==> src/sv/jph_pkg.sv <==
// shared types, constants and arctangent table for the joystick polar heading block
`timescale 1ns / 1ps

package jph_pkg;

  localparam int POS_W      = 12;   // stored axis, 1/16 percent, -1600..1600
  localparam int SQ_W       = 24;   // sum of squares and square root registers
  localparam int VEC_W      = 36;   // cordic vector registers
  localparam int ACC_W      = 26;   // angle accumulator, degree * 2^16
  localparam int IDX_W      = 5;    // step index, up to 24 table entries
  localparam int SQRT_STEPS = 12;   // one result bit per step over a 24-bit radicand
  localparam int VEC_SHIFT  = 20;
  localparam int HEADING_MAX = 2880;

  localparam logic [2:0] AXIS_X = 3'd0;
  localparam logic [2:0] AXIS_Y = 3'd1;

  localparam logic FUNC_AXIS = 1'b0;
  localparam logic FUNC_TICK = 1'b1;

  localparam logic signed [ACC_W-1:0] QUARTER_TURN = 26'sd5898240;  // 90 * 65536
  localparam logic [SQ_W-1:0] SQRT_FIRST_BIT = 24'h400000;

  typedef enum logic [2:0] {
    ST_IDLE,
    ST_SQUARE,
    ST_INIT,
    ST_ITER,
    ST_FINISH
  } jph_state_t;

  typedef struct packed {
    logic             load_x;
    logic             load_y;
    logic             square;
    logic             init;
    logic             sqrt_step;
    logic             cordic_step;
    logic [IDX_W-1:0] step_idx;
    logic             finish;
  } jph_cmd_t;

  typedef struct packed {
    logic axes_zero;
    logic out_hold;
  } jph_status_t;

  // atan(2^-i) in degree * 2^16, rounded
  function automatic logic [21:0] atan_entry(input logic [IDX_W-1:0] idx);
    logic [21:0] v;
    case (idx)
      5'd0:  v = 22'd2949120;
      5'd1:  v = 22'd1740967;
      5'd2:  v = 22'd919879;
      5'd3:  v = 22'd466945;
      5'd4:  v = 22'd234379;
      5'd5:  v = 22'd117304;
      5'd6:  v = 22'd58666;
      5'd7:  v = 22'd29335;
      5'd8:  v = 22'd14668;
      5'd9:  v = 22'd7334;
      5'd10: v = 22'd3667;
      5'd11: v = 22'd1833;
      5'd12: v = 22'd917;
      5'd13: v = 22'd458;
      5'd14: v = 22'd229;
      5'd15: v = 22'd115;
      5'd16: v = 22'd57;
      5'd17: v = 22'd29;
      5'd18: v = 22'd14;
      5'd19: v = 22'd7;
      5'd20: v = 22'd4;
      5'd21: v = 22'd2;
      5'd22: v = 22'd1;
      default: v = 22'd0;
    endcase
    return v;
  endfunction

endpackage

==> src/sv/jph_ctrl.sv <==
// controller: sequences axis loads, squaring, the shared iteration loop and result hand-off
`timescale 1ns / 1ps

module jph_ctrl import jph_pkg::*; #(
  parameter int ANGLE_ITERATIONS = 16
) (
  input  logic        clk,
  input  logic        rst,
  input  logic        s_tvalid,
  input  logic        func,
  input  logic [2:0]  axis_select,
  input  jph_status_t status,
  output logic        s_tready,
  output jph_cmd_t    cmd
);

  localparam int STEPS = (ANGLE_ITERATIONS > SQRT_STEPS) ? ANGLE_ITERATIONS : SQRT_STEPS;

  jph_state_t state, state_next;
  logic [IDX_W-1:0] cnt, cnt_next;

  always_ff @(posedge clk) begin
    if (rst) begin
      state <= ST_IDLE;
      cnt   <= '0;
    end else begin
      state <= state_next;
      cnt   <= cnt_next;
    end
  end

  always_comb begin
    state_next = state;
    cnt_next   = cnt;
    s_tready   = 1'b0;
    cmd        = '0;
    cmd.step_idx = cnt;
    case (state)
      ST_IDLE: begin
        s_tready = 1'b1;
        if (s_tvalid) begin
          if (func == FUNC_AXIS) begin
            cmd.load_x = (axis_select == AXIS_X);
            cmd.load_y = (axis_select == AXIS_Y);
          end else if (!status.axes_zero) begin
            state_next = ST_SQUARE;
          end
        end
      end
      ST_SQUARE: begin
        cmd.square = 1'b1;
        state_next = ST_INIT;
      end
      ST_INIT: begin
        cmd.init   = 1'b1;
        cnt_next   = '0;
        state_next = ST_ITER;
      end
      ST_ITER: begin
        cmd.sqrt_step   = (cnt < IDX_W'(SQRT_STEPS));
        cmd.cordic_step = (cnt < IDX_W'(ANGLE_ITERATIONS));
        cnt_next        = cnt + 1'b1;
        if (cnt == IDX_W'(STEPS - 1)) begin
          state_next = ST_FINISH;
        end
      end
      ST_FINISH: begin
        // wait while an earlier result still sits in the output register
        if (!status.out_hold) begin
          cmd.finish = 1'b1;
          state_next = ST_IDLE;
        end
      end
      default: begin
        state_next = ST_IDLE;
      end
    endcase
  end

endmodule

==> src/sv/jph_datapath.sv <==
// datapath: axis scaling, squares, iterative square root, cordic vectoring and output register
`timescale 1ns / 1ps

module jph_datapath import jph_pkg::*; (
  input  logic               clk,
  input  logic               rst,
  input  jph_cmd_t           cmd,
  input  logic signed [15:0] axis_value,
  input  logic               cfg_we,
  input  logic [10:0]        cfg_wdata,
  input  logic               m_tready,
  output logic               m_tvalid,
  output logic signed [12:0] heading,
  output logic [10:0]        magnitude,
  output jph_status_t        status
);

  logic signed [POS_W-1:0] x_pos, y_pos;
  logic [10:0]             limit;

  logic [22:0]             sq_x, sq_y;
  logic [SQ_W-1:0]         rem, root, bitv;
  logic signed [VEC_W-1:0] va, vb;
  logic signed [ACC_W-1:0] acc;

  logic signed [27:0]      scaled;
  logic signed [POS_W-1:0] pos_new;
  logic signed [23:0]      px, py;
  logic [SQ_W-1:0]         trial;
  logic signed [VEC_W-1:0] a0, b0, da, db;
  logic signed [ACC_W-1:0] step_angle, h_round;
  logic signed [13:0]      h_full;
  logic signed [12:0]      h_clamp;
  logic [12:0]             mag_round;
  logic [10:0]             mag_clamp;

  // round half up of value * 1600 / 32768
  assign scaled  = 28'(axis_value) * 28'sd1600 + 28'sd16384;
  assign pos_new = scaled[26:15];

  assign px = x_pos * x_pos;
  assign py = y_pos * y_pos;

  assign trial = root + bitv;

  assign a0 = -(VEC_W'(y_pos) <<< VEC_SHIFT);
  assign b0 = VEC_W'(x_pos) <<< VEC_SHIFT;
  assign da = vb >>> cmd.step_idx;
  assign db = va >>> cmd.step_idx;
  assign step_angle = signed'(ACC_W'(atan_entry(cmd.step_idx)));

  assign h_round = acc + 26'sd2048;
  assign h_full  = h_round[ACC_W-1:12];

  always_comb begin
    if (h_full > 14'sd2880) begin
      h_clamp = 13'(HEADING_MAX);
    end else if (h_full < -14'sd2880) begin
      h_clamp = -13'(HEADING_MAX);
    end else begin
      h_clamp = h_full[12:0];
    end
  end

  // remainder holds s - r*r, round up when it exceeds r
  assign mag_round = root[12:0] + 13'(rem > root);
  assign mag_clamp = (mag_round > 13'(limit)) ? limit : mag_round[10:0];

  always_ff @(posedge clk) begin
    if (rst) begin
      x_pos <= '0;
      y_pos <= '0;
      limit <= 11'd1600;
    end else begin
      if (cmd.load_x) x_pos <= pos_new;
      if (cmd.load_y) y_pos <= pos_new;
      if (cfg_we) limit <= cfg_wdata;
    end
  end

  always_ff @(posedge clk) begin
    if (cmd.square) begin
      sq_x <= px[22:0];
      sq_y <= py[22:0];
    end
    if (cmd.init) begin
      rem  <= SQ_W'(sq_x) + SQ_W'(sq_y);
      root <= '0;
      bitv <= SQRT_FIRST_BIT;
    end else if (cmd.sqrt_step) begin
      if (rem >= trial) begin
        rem  <= rem - trial;
        root <= (root >> 1) + bitv;
      end else begin
        root <= root >> 1;
      end
      bitv <= bitv >> 2;
    end
  end

  // pre-rotate the rear half plane by a quarter turn, then vector b toward zero
  always_ff @(posedge clk) begin
    if (cmd.init) begin
      if (a0 < 0) begin
        if (b0 >= 0) begin
          va  <= b0;
          vb  <= -a0;
          acc <= QUARTER_TURN;
        end else begin
          va  <= -b0;
          vb  <= a0;
          acc <= -QUARTER_TURN;
        end
      end else begin
        va  <= a0;
        vb  <= b0;
        acc <= '0;
      end
    end else if (cmd.cordic_step) begin
      if (vb > 0) begin
        va  <= va + da;
        vb  <= vb - db;
        acc <= acc + step_angle;
      end else begin
        va  <= va - da;
        vb  <= vb + db;
        acc <= acc - step_angle;
      end
    end
  end

  always_ff @(posedge clk) begin
    if (rst) begin
      m_tvalid <= 1'b0;
    end else if (cmd.finish) begin
      m_tvalid <= 1'b1;
    end else if (m_tready) begin
      m_tvalid <= 1'b0;
    end
  end

  always_ff @(posedge clk) begin
    if (cmd.finish) begin
      heading   <= h_clamp;
      magnitude <= mag_clamp;
    end
  end

  assign status.axes_zero = (x_pos == '0) && (y_pos == '0);
  assign status.out_hold  = m_tvalid && !m_tready;

endmodule

==> src/sv/joystick_polar_heading_core.sv <==
// top level: joystick axes to heading and clamped magnitude
//
//  channel  dir  signals                       contents (lowest bit first)
//  s        in   s_tvalid s_tready s_tdata     axis_select[2:0], axis_value[18:3], zero pad
//                s_tuser                       func: 0 axis sample, 1 tick
//  m        out  m_tvalid m_tready m_tdata     heading[12:0], magnitude[23:13]
//  cfg      in   cfg_we cfg_wdata              magnitude_limit[10:0]
//
// an axis beat or a tick with both axes zero is taken straight from idle; a tick with a result
// runs squaring, init and the shared iteration loop, whose step count is the larger of
// ANGLE_ITERATIONS and SQRT_STEPS; square root and cordic steps run side by side in it
// a finished result sits in the output register; axis beats are taken meanwhile and
// the next result waits in its last step until the register is free
// rst is synchronous: axes clear to zero, limit returns to 1600
`timescale 1ns / 1ps

module joystick_polar_heading_core import jph_pkg::*; #(
  parameter int ANGLE_ITERATIONS = 16
) (
  input  logic        clk,
  input  logic        rst,
  input  logic        s_tvalid,
  output logic        s_tready,
  input  logic [23:0] s_tdata,   // axis_select[2:0], axis_value[18:3]
  input  logic        s_tuser,   // func
  output logic        m_tvalid,
  input  logic        m_tready,
  output logic [23:0] m_tdata,   // heading[12:0], magnitude[23:13]
  input  logic        cfg_we,
  input  logic [10:0] cfg_wdata
);

  jph_cmd_t           cmd;
  jph_status_t        status;
  logic signed [12:0] heading;
  logic [10:0]        magnitude;

  jph_ctrl #(
    .ANGLE_ITERATIONS(ANGLE_ITERATIONS)
  ) u_ctrl (
    .clk         (clk),
    .rst         (rst),
    .s_tvalid    (s_tvalid),
    .func        (s_tuser),
    .axis_select (s_tdata[2:0]),
    .status      (status),
    .s_tready    (s_tready),
    .cmd         (cmd)
  );

  jph_datapath u_datapath (
    .clk        (clk),
    .rst        (rst),
    .cmd        (cmd),
    .axis_value (signed'(s_tdata[18:3])),
    .cfg_we     (cfg_we),
    .cfg_wdata  (cfg_wdata),
    .m_tready   (m_tready),
    .m_tvalid   (m_tvalid),
    .heading    (heading),
    .magnitude  (magnitude),
    .status     (status)
  );

  assign m_tdata = {magnitude, heading};

endmodule

==> config.mk <==
export PLATFORM = sky130hd
export DESIGN_NAME = joystick_polar_heading_core
export DESIGN_NICKNAME = d
export VERILOG_FILES = /design/src/sv/jph_pkg.sv /design/src/sv/jph_ctrl.sv /design/src/sv/jph_datapath.sv /design/src/sv/joystick_polar_heading_core.sv
export SDC_FILE = /design/constraint.sdc
export NUM_CORES = 2
export LEC_CHECK = 0
export BUFFER_PORTS_ARGS = -buffer_cell sky130_fd_sc_hd__buf_4
export CAP_MARGIN = 20
export CORE_MARGIN = 2
export CORE_UTILIZATION = 55
export DETAILED_ROUTE_END_ITERATION = 7
export GPL_ROUTABILITY_DRIVEN = 0
export HOLD_SLACK_MARGIN = 0.1
export PLACE_DENSITY_LB_ADDON = 0.12
export SYNTH_ARGS = -nofsm -noshare
export SYNTH_HDL_FRONTEND = slang
export SYNTH_SLANG_ARGS = --single-unit
==> constraint.sdc <==
create_clock -name clk -period 7.9 [get_ports clk]
set_input_delay 0.79 -clock clk [delete_from_list [all_inputs] [get_ports clk]]
set_output_delay 0.79 -clock clk [all_outputs]
set_load 0.005 [all_outputs]
# Yosys cells after proc, flatten, opt, wreduce, memory -nomap -nowiden
# Memory sizes are Yosys's and may differ from the RTL's. A register that Yosys moved wholly into a read port is not among the register bits.
# Cells that the tools add are included.
# totals
output_inout_bits,26
n_memories,1
mem_bits_ro,704
regBits,272
input_bits,41
# classes
shift,2
reduce_logical,15
n_lt_le_gt_ge,10
n_mul,3
n_addsub,17
muxes,41
eq_ne,11
# mem_list
memory,words,word_bits,read_ports,rd_ports_with_merged_regs,write_ports,line_no,source
(no name shown),32,22,1,1,0,jph_pkg.sv:51,case (idx)
# op_table
op,n
two-way mux 36 bit,10
two-way mux 26 bit,5
two-way mux 24 bit,4
adder 36 bit,2
negator 32 -> 36 bit,2
>>> shifter 36 x 5 -> 36 bit,2
subtractor 36 bit,2
adder 23 x 23 -> 24 bit,2
multiplier 12 x 12 -> 23 bit,2
greater-than comparator 36 x 1 -> 1 bit (second input constant),1
< comparator 36 x 1 -> 1 bit (second input constant),1
negator 36 bit,1
greater-or-equal comparator 32 x 1 -> 1 bit (second input constant),1
adder 27 x 16 -> 27 bit (second input constant),1
adder 26 x 13 -> 26 bit (second input constant),1
adder 26 x 23 -> 26 bit,1
subtractor 26 x 23 -> 26 bit,1
adder 24 x 23 -> 24 bit,1
greater-or-equal comparator 24 bit,1
greater-than comparator 24 bit,1
logical NOT 12 bit,2
subtractor 24 bit,1
multiplier 16 x 6 -> 21 bit (second input constant),1
two-way mux 3 bit,5
27 further kinds,48

# Depth between registers and ports, before layout
# depth
word_depth,6
mapped_depth,30
depth_no_buf,25

# By module
# From an unflattened synthesis, not the netlist that was laid out.
# hier_totals
cells_unflattened,4261
area_unflattened_um2,37813.8
# by_module_without_submodules
mod,cells_each,instances,area_each_um2
jph_datapath,4202,1,37358.3
jph_ctrl,59,1,455.4

# Worst setup path before layout
# Ideal clock, no wire load.
# synth_timing
path_kind,reg-to-reg
startpoint,register u_ctrl.cnt[4]
endpoint,register u_datapath.acc[0] (enable)
n_path_buf,9
t_arrival_ns,6.837
stages_incl_launch_ff,11
setup_time_ns,0.587
path_slack_ns,0.476
path_cell_list,dfxtp_1 > clkbuf_1 > buf_1 > clkbuf_1 > buf_2 > buf_1 > clkbuf_1 > buf_1 > buf_1 > buf_1 > a21oi_1
# synth_between
elab_chain_cells,3
# synth_rtl
item,line_no,source
start: declaration,jph_ctrl.sv:20,"logic [IDX_W-1:0] cnt, cnt_next;"
start signal: assignment,jph_ctrl.sv:28,cnt <= cnt_next;
< comparator 5 bit,jph_ctrl.sv:61,cmd.cordic_step = (cnt < IDX_W'(ANGLE_ITERATIONS));
two-way mux 2 bit,jph_ctrl.sv:38,case (state)
nonzero test 2 bit (no source line),--,
end signal: assignment,jph_datapath.sv:112,acc <= -QUARTER_TURN;
end signal: assignment,jph_datapath.sv:123,acc <= acc + step_angle;
end signal: assignment,jph_datapath.sv:127,acc <= acc - step_angle;
end: declaration,jph_datapath.sv:24,logic signed [ACC_W-1:0] acc;
# No other way between the ends.
# A chain may end at the register's enable or synchronous reset.

# Worst setup path in the final report
# layout_timing
startpoint,register u_ctrl.cnt[0]
endpoint,"register u_datapath.vb[32], data pin"
# layout_between
elab_chain_cells,5
word_cells_on_any_way,6
classes_between,2 x add/sub; 1 x shift; 3 x mux
# layout_rtl
item,line_no,source
>>> shifter 36 x 5 -> 36 bit (*),jph_datapath.sv:49,assign db = va >>> cmd.step_idx;
adder 36 bit or subtractor 36 bit (tied branches),"jph_datapath.sv:126, jph_datapath.sv:122",
two-way mux 36 bit (*),jph_datapath.sv:120,if (vb > 0) begin
two-way mux 36 bit (*),jph_datapath.sv:119,end else if (cmd.cordic_step) begin
two-way mux 36 bit (*),jph_datapath.sv:103,if (cmd.init) begin
end signal: assignment,jph_datapath.sv:107,vb <= -a0;
end signal: assignment,jph_datapath.sv:122,vb <= vb - db;
end signal: assignment,jph_datapath.sv:126,vb <= vb + db;
end: declaration,jph_datapath.sv:23,"logic signed [VEC_W-1:0] va, vb;"
# Mark *: on every way between the ends. The rest lies on a longest branch, timed or not. The select of a mux whose other input is x is not followed.

==> flow_metrics.env <==
export IMPL_initialDrtViolationCount=3112
export IMPL_timing_critical_path_fanout_max=60
export IMPL_power_density_nw_per_um2=166
export IMPL_postSynthRegisterBits=292
export IMPL_clkTransAtPathRegs_ns=0.06
export IMPL_pwr_share_clk_pct=26.1
export IMPL_dr_max_layer_used="met5"
export IMPL_p_leak_nw=18.2
export IMPL_port_buffers=61
export IMPL_synth_area_leader_cell="sky130_fd_sc_hd__edfxtp_1"
export IMPL_fp_dieW_microns=270
export IMPL_setup_slack_ns=0.895
export IMPL_clock_insertion_delay_worst_skew_ns=0.60
export IMPL_drtPass1Iterations=8
export IMPL_post_route_util_pct=59.4
export IMPL_yosys_most_used_dff="sky130_fd_sc_hd__edfxtp_1"
export IMPL_finalCritPeriodShare_pct=88.7
export IMPL_synthesis_nets=5168
export IMPL_io_pins=67
export IMPL_total_drc_errors_in_the_routed_layout=1
export IMPL_failed_checks="design-rule violations"
export IMPL_synth_enable_flop_cells=190
export IMPL_tns_ns=0
export IMPL_finalWirelength_mm=101
export IMPL_numCtsBuffers=39
export IMPL_synth_cell_types=92
export IMPL_cp_data_arrival_time_ns=7.34
export IMPL_synth_cells_most_frequent="538 x sky130_fd_sc_hd__inv_1, 391 x sky130_fd_sc_hd__nor2_1, 386 x sky130_fd_sc_hd__nand2_1"
export IMPL_placement_cell_area_sq_um=40300
export IMPL_crit_path_start_kind="flip-flop"
export IMPL_place_ws_ns=1.08
export IMPL_detailed_place_hpwl_mm=77.0
export IMPL_routed_via_count=32500
export IMPL_die_outline_area_sq_um=72900
export IMPL_report_final_slew_viol_count=0
export IMPL_final_layout_size_suffix_gt1_share_pct=8.59
export IMPL_combPwrFrac_pct=43.8
export IMPL_detail_route_wl_per_cell_microns=18.5
export IMPL_total_of_hold_buffers_inserted_after_clock_tree_synthesis=0
export IMPL_power_switching_fraction_pct=39.0
export IMPL_max_cap_violations=0
export IMPL_p_int_mw=4.21
export IMPL_finalHoldViolCount=0
export IMPL_power_switching_mw=2.70
export IMPL_antenna_diode_count=0
export IMPL_die_h_microns=270
export IMPL_worst_hold_class="in2reg"
export IMPL_syn_inst=4496
export IMPL_synthesis_area_per_instance_sq_um=8.65
export IMPL_drt_vias_per_instance=5.96
export IMPL_final_net_count=5144
export IMPL_grt_overflow=0
export IMPL_vdd_drop_max_uv=157
export IMPL_timing_clock_skew_ns=0.0300
export IMPL_synthMostInstantiatedCell="sky130_fd_sc_hd__inv_1"
export IMPL_postCtsResizedCells=0
export IMPL_fp_coreArea_sq_um=70000
export IMPL_setup_viol=0
export IMPL_layout_cell_area_non_filler_sq_um=41600
export IMPL_cts_sinks=292
export IMPL_seq_pwr_share_pct=30.0
export IMPL_syn_warnings=0
export IMPL_initial_core_util_pct=55.5
export IMPL_wl_met1_mm=45.4
export IMPL_period_needed_ns=7.00
export IMPL_met3_wirelength_mm=7.31
export IMPL_grt_usage_pct=27.4
export IMPL_synthesis_area_sq_um=38900
export IMPL_wl_met2_mm=45.5
export IMPL_wire_length_of_the_first_global_routing_pass_mm=163
export IMPL_cts_htree_levels=2
export IMPL_required_ns=8.24
export IMPL_crit_path_end_kind="flip-flop"
export IMPL_ant_nets=0
export IMPL_grt_max_degree=92
export IMPL_ys_top_cells_by_area="sky130_fd_sc_hd__edfxtp_1 15%, sky130_fd_sc_hd__fa_1 13%, sky130_fd_sc_hd__ha_1 12%"
export IMPL_async_flop_share_pct=0
export IMPL_final_fill_count=6303
export IMPL_longest_clk_path_bufs=3
export IMPL_synth_top_cell_area_share_pct=14.7
export IMPL_core_rowCount=97
export IMPL_max_slew_worst_pin_slew_ns=1.11
export IMPL_layout_area_overhead_vs_synth_pct=6.88
export IMPL_rsz_0062_raised_after_global_routing="false"
export IMPL_cts_tree="yes"
export IMPL_seq_area_frac_synth_pct=19.9
export IMPL_outcome="finished, violations left"
export IMPL_timing_worst_setup_path_type="reg2reg"
export IMPL_vias_in_the_first_global_route=30300
export IMPL_post_cts_repair_setup_buffers=0
export IMPL_clock_root_buffer="sky130_fd_sc_hd__clkbuf_16"
export IMPL_fmax_mhz=143
export IMPL_antenna_violations_before_repair=2
export IMPL_max_slew_margin_pct=25.6
==> worst paths after layout <==
kind,from,slack [ns],end,depth (start not counted)
worst max-delay path,u_ctrl.cnt[0]$_SDFFE_PP0N_,0.90,u_datapath.vb[32]$_DFFE_PP_,22
worst min-delay path,cfg_wdata[9],0.42,u_datapath.limit[9]$_SDFFE_PP1P_,3
worst max register to register,u_ctrl.cnt[0]$_SDFFE_PP0N_,0.90,u_datapath.vb[32]$_DFFE_PP_,22
worst min register to register,u_datapath.bitv[0]$_SDFFE_PP0P_,0.50,u_datapath.bitv[0]$_SDFFE_PP0P_,2
==> sequential cells by signal, indices dropped and copies added (netlist names), 22 cells and up <==
register / count
u_datapath.vb: 36
u_datapath.sq_y: 22
u_datapath.root: 24
u_datapath.step_angle: 22
u_datapath.rem: 24
u_datapath.acc: 26
u_datapath.sq_x: 22
u_datapath.va: 36
==> routing by layer <==
| metal | vias to the layer above | track usage [%] |
|---|---|---|
| met1 | 15600 | 39.5 |
| li1 | 15700 | - |
| met2 | 1057 | 43.0 |
| met4 | 4 | 7.11 |
| met5 | - | 0 |
| met3 | 170 | 4.18 |
==> cells by family (layout without fill, tap and decap cells) <==
| group | count (synthesis) | count (layout) | synth area share [%] |
|---|---|---|---|
| flops | 292 | 292 | 19.9 |
| xor+xnor | 350 | 350 | 7.88 |
| buf+inv | 738 | 745 | 7.44 |
| simple gates | 1270 | 1270 | 15.1 |
| compound gates | 1004 | 1004 | 16.5 |
| fa+ha+maj | 632 | 632 | 25.2 |
| mux | 210 | 210 | 7.95 |
==> critical path, cell delays in order (launching register included) <==
cell,delay [ns]
sky130_fd_sc_hd__dfxtp_4,0.92
sky130_fd_sc_hd__buf_4,0.37
sky130_fd_sc_hd__mux4_2,0.62
sky130_fd_sc_hd__nand2_1,0.12
sky130_fd_sc_hd__nand3_1,0.12
sky130_fd_sc_hd__a31oi_1,0.50
sky130_fd_sc_hd__nand2_1,0.13
sky130_fd_sc_hd__nor2_1,0.19
sky130_fd_sc_hd__nand2_1,0.11
sky130_fd_sc_hd__or4_1,0.74
sky130_fd_sc_hd__o31ai_1,0.34
sky130_fd_sc_hd__xor2_1,0.18
sky130_fd_sc_hd__ha_1,0.29
sky130_fd_sc_hd__a21o_1,0.18
sky130_fd_sc_hd__a21oi_1,0.20
sky130_fd_sc_hd__o21ai_0,0.12
sky130_fd_sc_hd__a21o_1,0.18
sky130_fd_sc_hd__a31oi_1,0.38
sky130_fd_sc_hd__a211oi_1,0.17
sky130_fd_sc_hd__nor2b_1,0.21
sky130_fd_sc_hd__o21ai_0,0.18
sky130_fd_sc_hd__xor2_1,0.18
sky130_fd_sc_hd__a21o_1,0.19
==> metrics by stage <==
stage / power, mW / instances / hold slack, ns
finish: 6.91 / 5443 / 0.420
global route: 7.41 / 5443 / 0.438
CTS: 6.93 / 5441 / 0.393
detailed placement: 5.09 / 5369 / 0.486
global placement: 5.04 / 5368 / 0.475
floorplan: 4.41 / 4496 / 0.457
==> area by class of cell <==
type                            count  area, sq um  area share [%]
Timing Repair Buffer              130          986            2.37
Multi-Input combinational cell   3466        28300            68.1
Sequential cell                   292         7760            18.7
Inverter                          543         2040            4.90
Clock inverter                     14          140           0.337
Clock buffer                       58         1160            2.79
Tap cell                          940         1180            2.83
==> placed cells by master (no fill, tap or decap), types with 32 or more instances in the layout <==
cell type                   count
sky130_fd_sc_hd__mux2i_1       78
sky130_fd_sc_hd__and2_1        56
sky130_fd_sc_hd__fa_1         251
sky130_fd_sc_hd__dfxtp_1       97
sky130_fd_sc_hd__nand2b_1      35
sky130_fd_sc_hd__a21oi_1      265
sky130_fd_sc_hd__a21o_1        77
sky130_fd_sc_hd__nor2b_1       41
sky130_fd_sc_hd__xnor2_1      214
sky130_fd_sc_hd__edfxtp_1     190
sky130_fd_sc_hd__a31oi_1       51
sky130_fd_sc_hd__clkbuf_16     41
sky130_fd_sc_hd__or3_1         36
sky130_fd_sc_hd__nor3_1        85
sky130_fd_sc_hd__o211ai_1      47
sky130_fd_sc_hd__o31ai_1       35
sky130_fd_sc_hd__a211oi_1      72
sky130_fd_sc_hd__xor2_1       136
sky130_fd_sc_hd__nand3_1       87
sky130_fd_sc_hd__nand2_1      385
sky130_fd_sc_hd__and3_1        36
sky130_fd_sc_hd__nor2_1       386
sky130_fd_sc_hd__buf_4        127
sky130_fd_sc_hd__ha_1         380
sky130_fd_sc_hd__o21a_1        32
sky130_fd_sc_hd__mux2_2        56
sky130_fd_sc_hd__mux4_2        73
sky130_fd_sc_hd__o21ai_0      212
sky130_fd_sc_hd__inv_1        538
==> power by group through the flow <==
stage	logic [mW]	clock network, mW	registers, mW
4_1_cts	3.01	1.85	2.07
5_1_grt	3.40	1.91	2.09
2_1_floorplan	2.39	0	2.02
6_report	3.03	1.81	2.08
3_5_place_dp	2.99	0	2.10
3_3_place_gp	2.94	0	2.10
No activity file was read; power rests on OpenSTA's default activity.
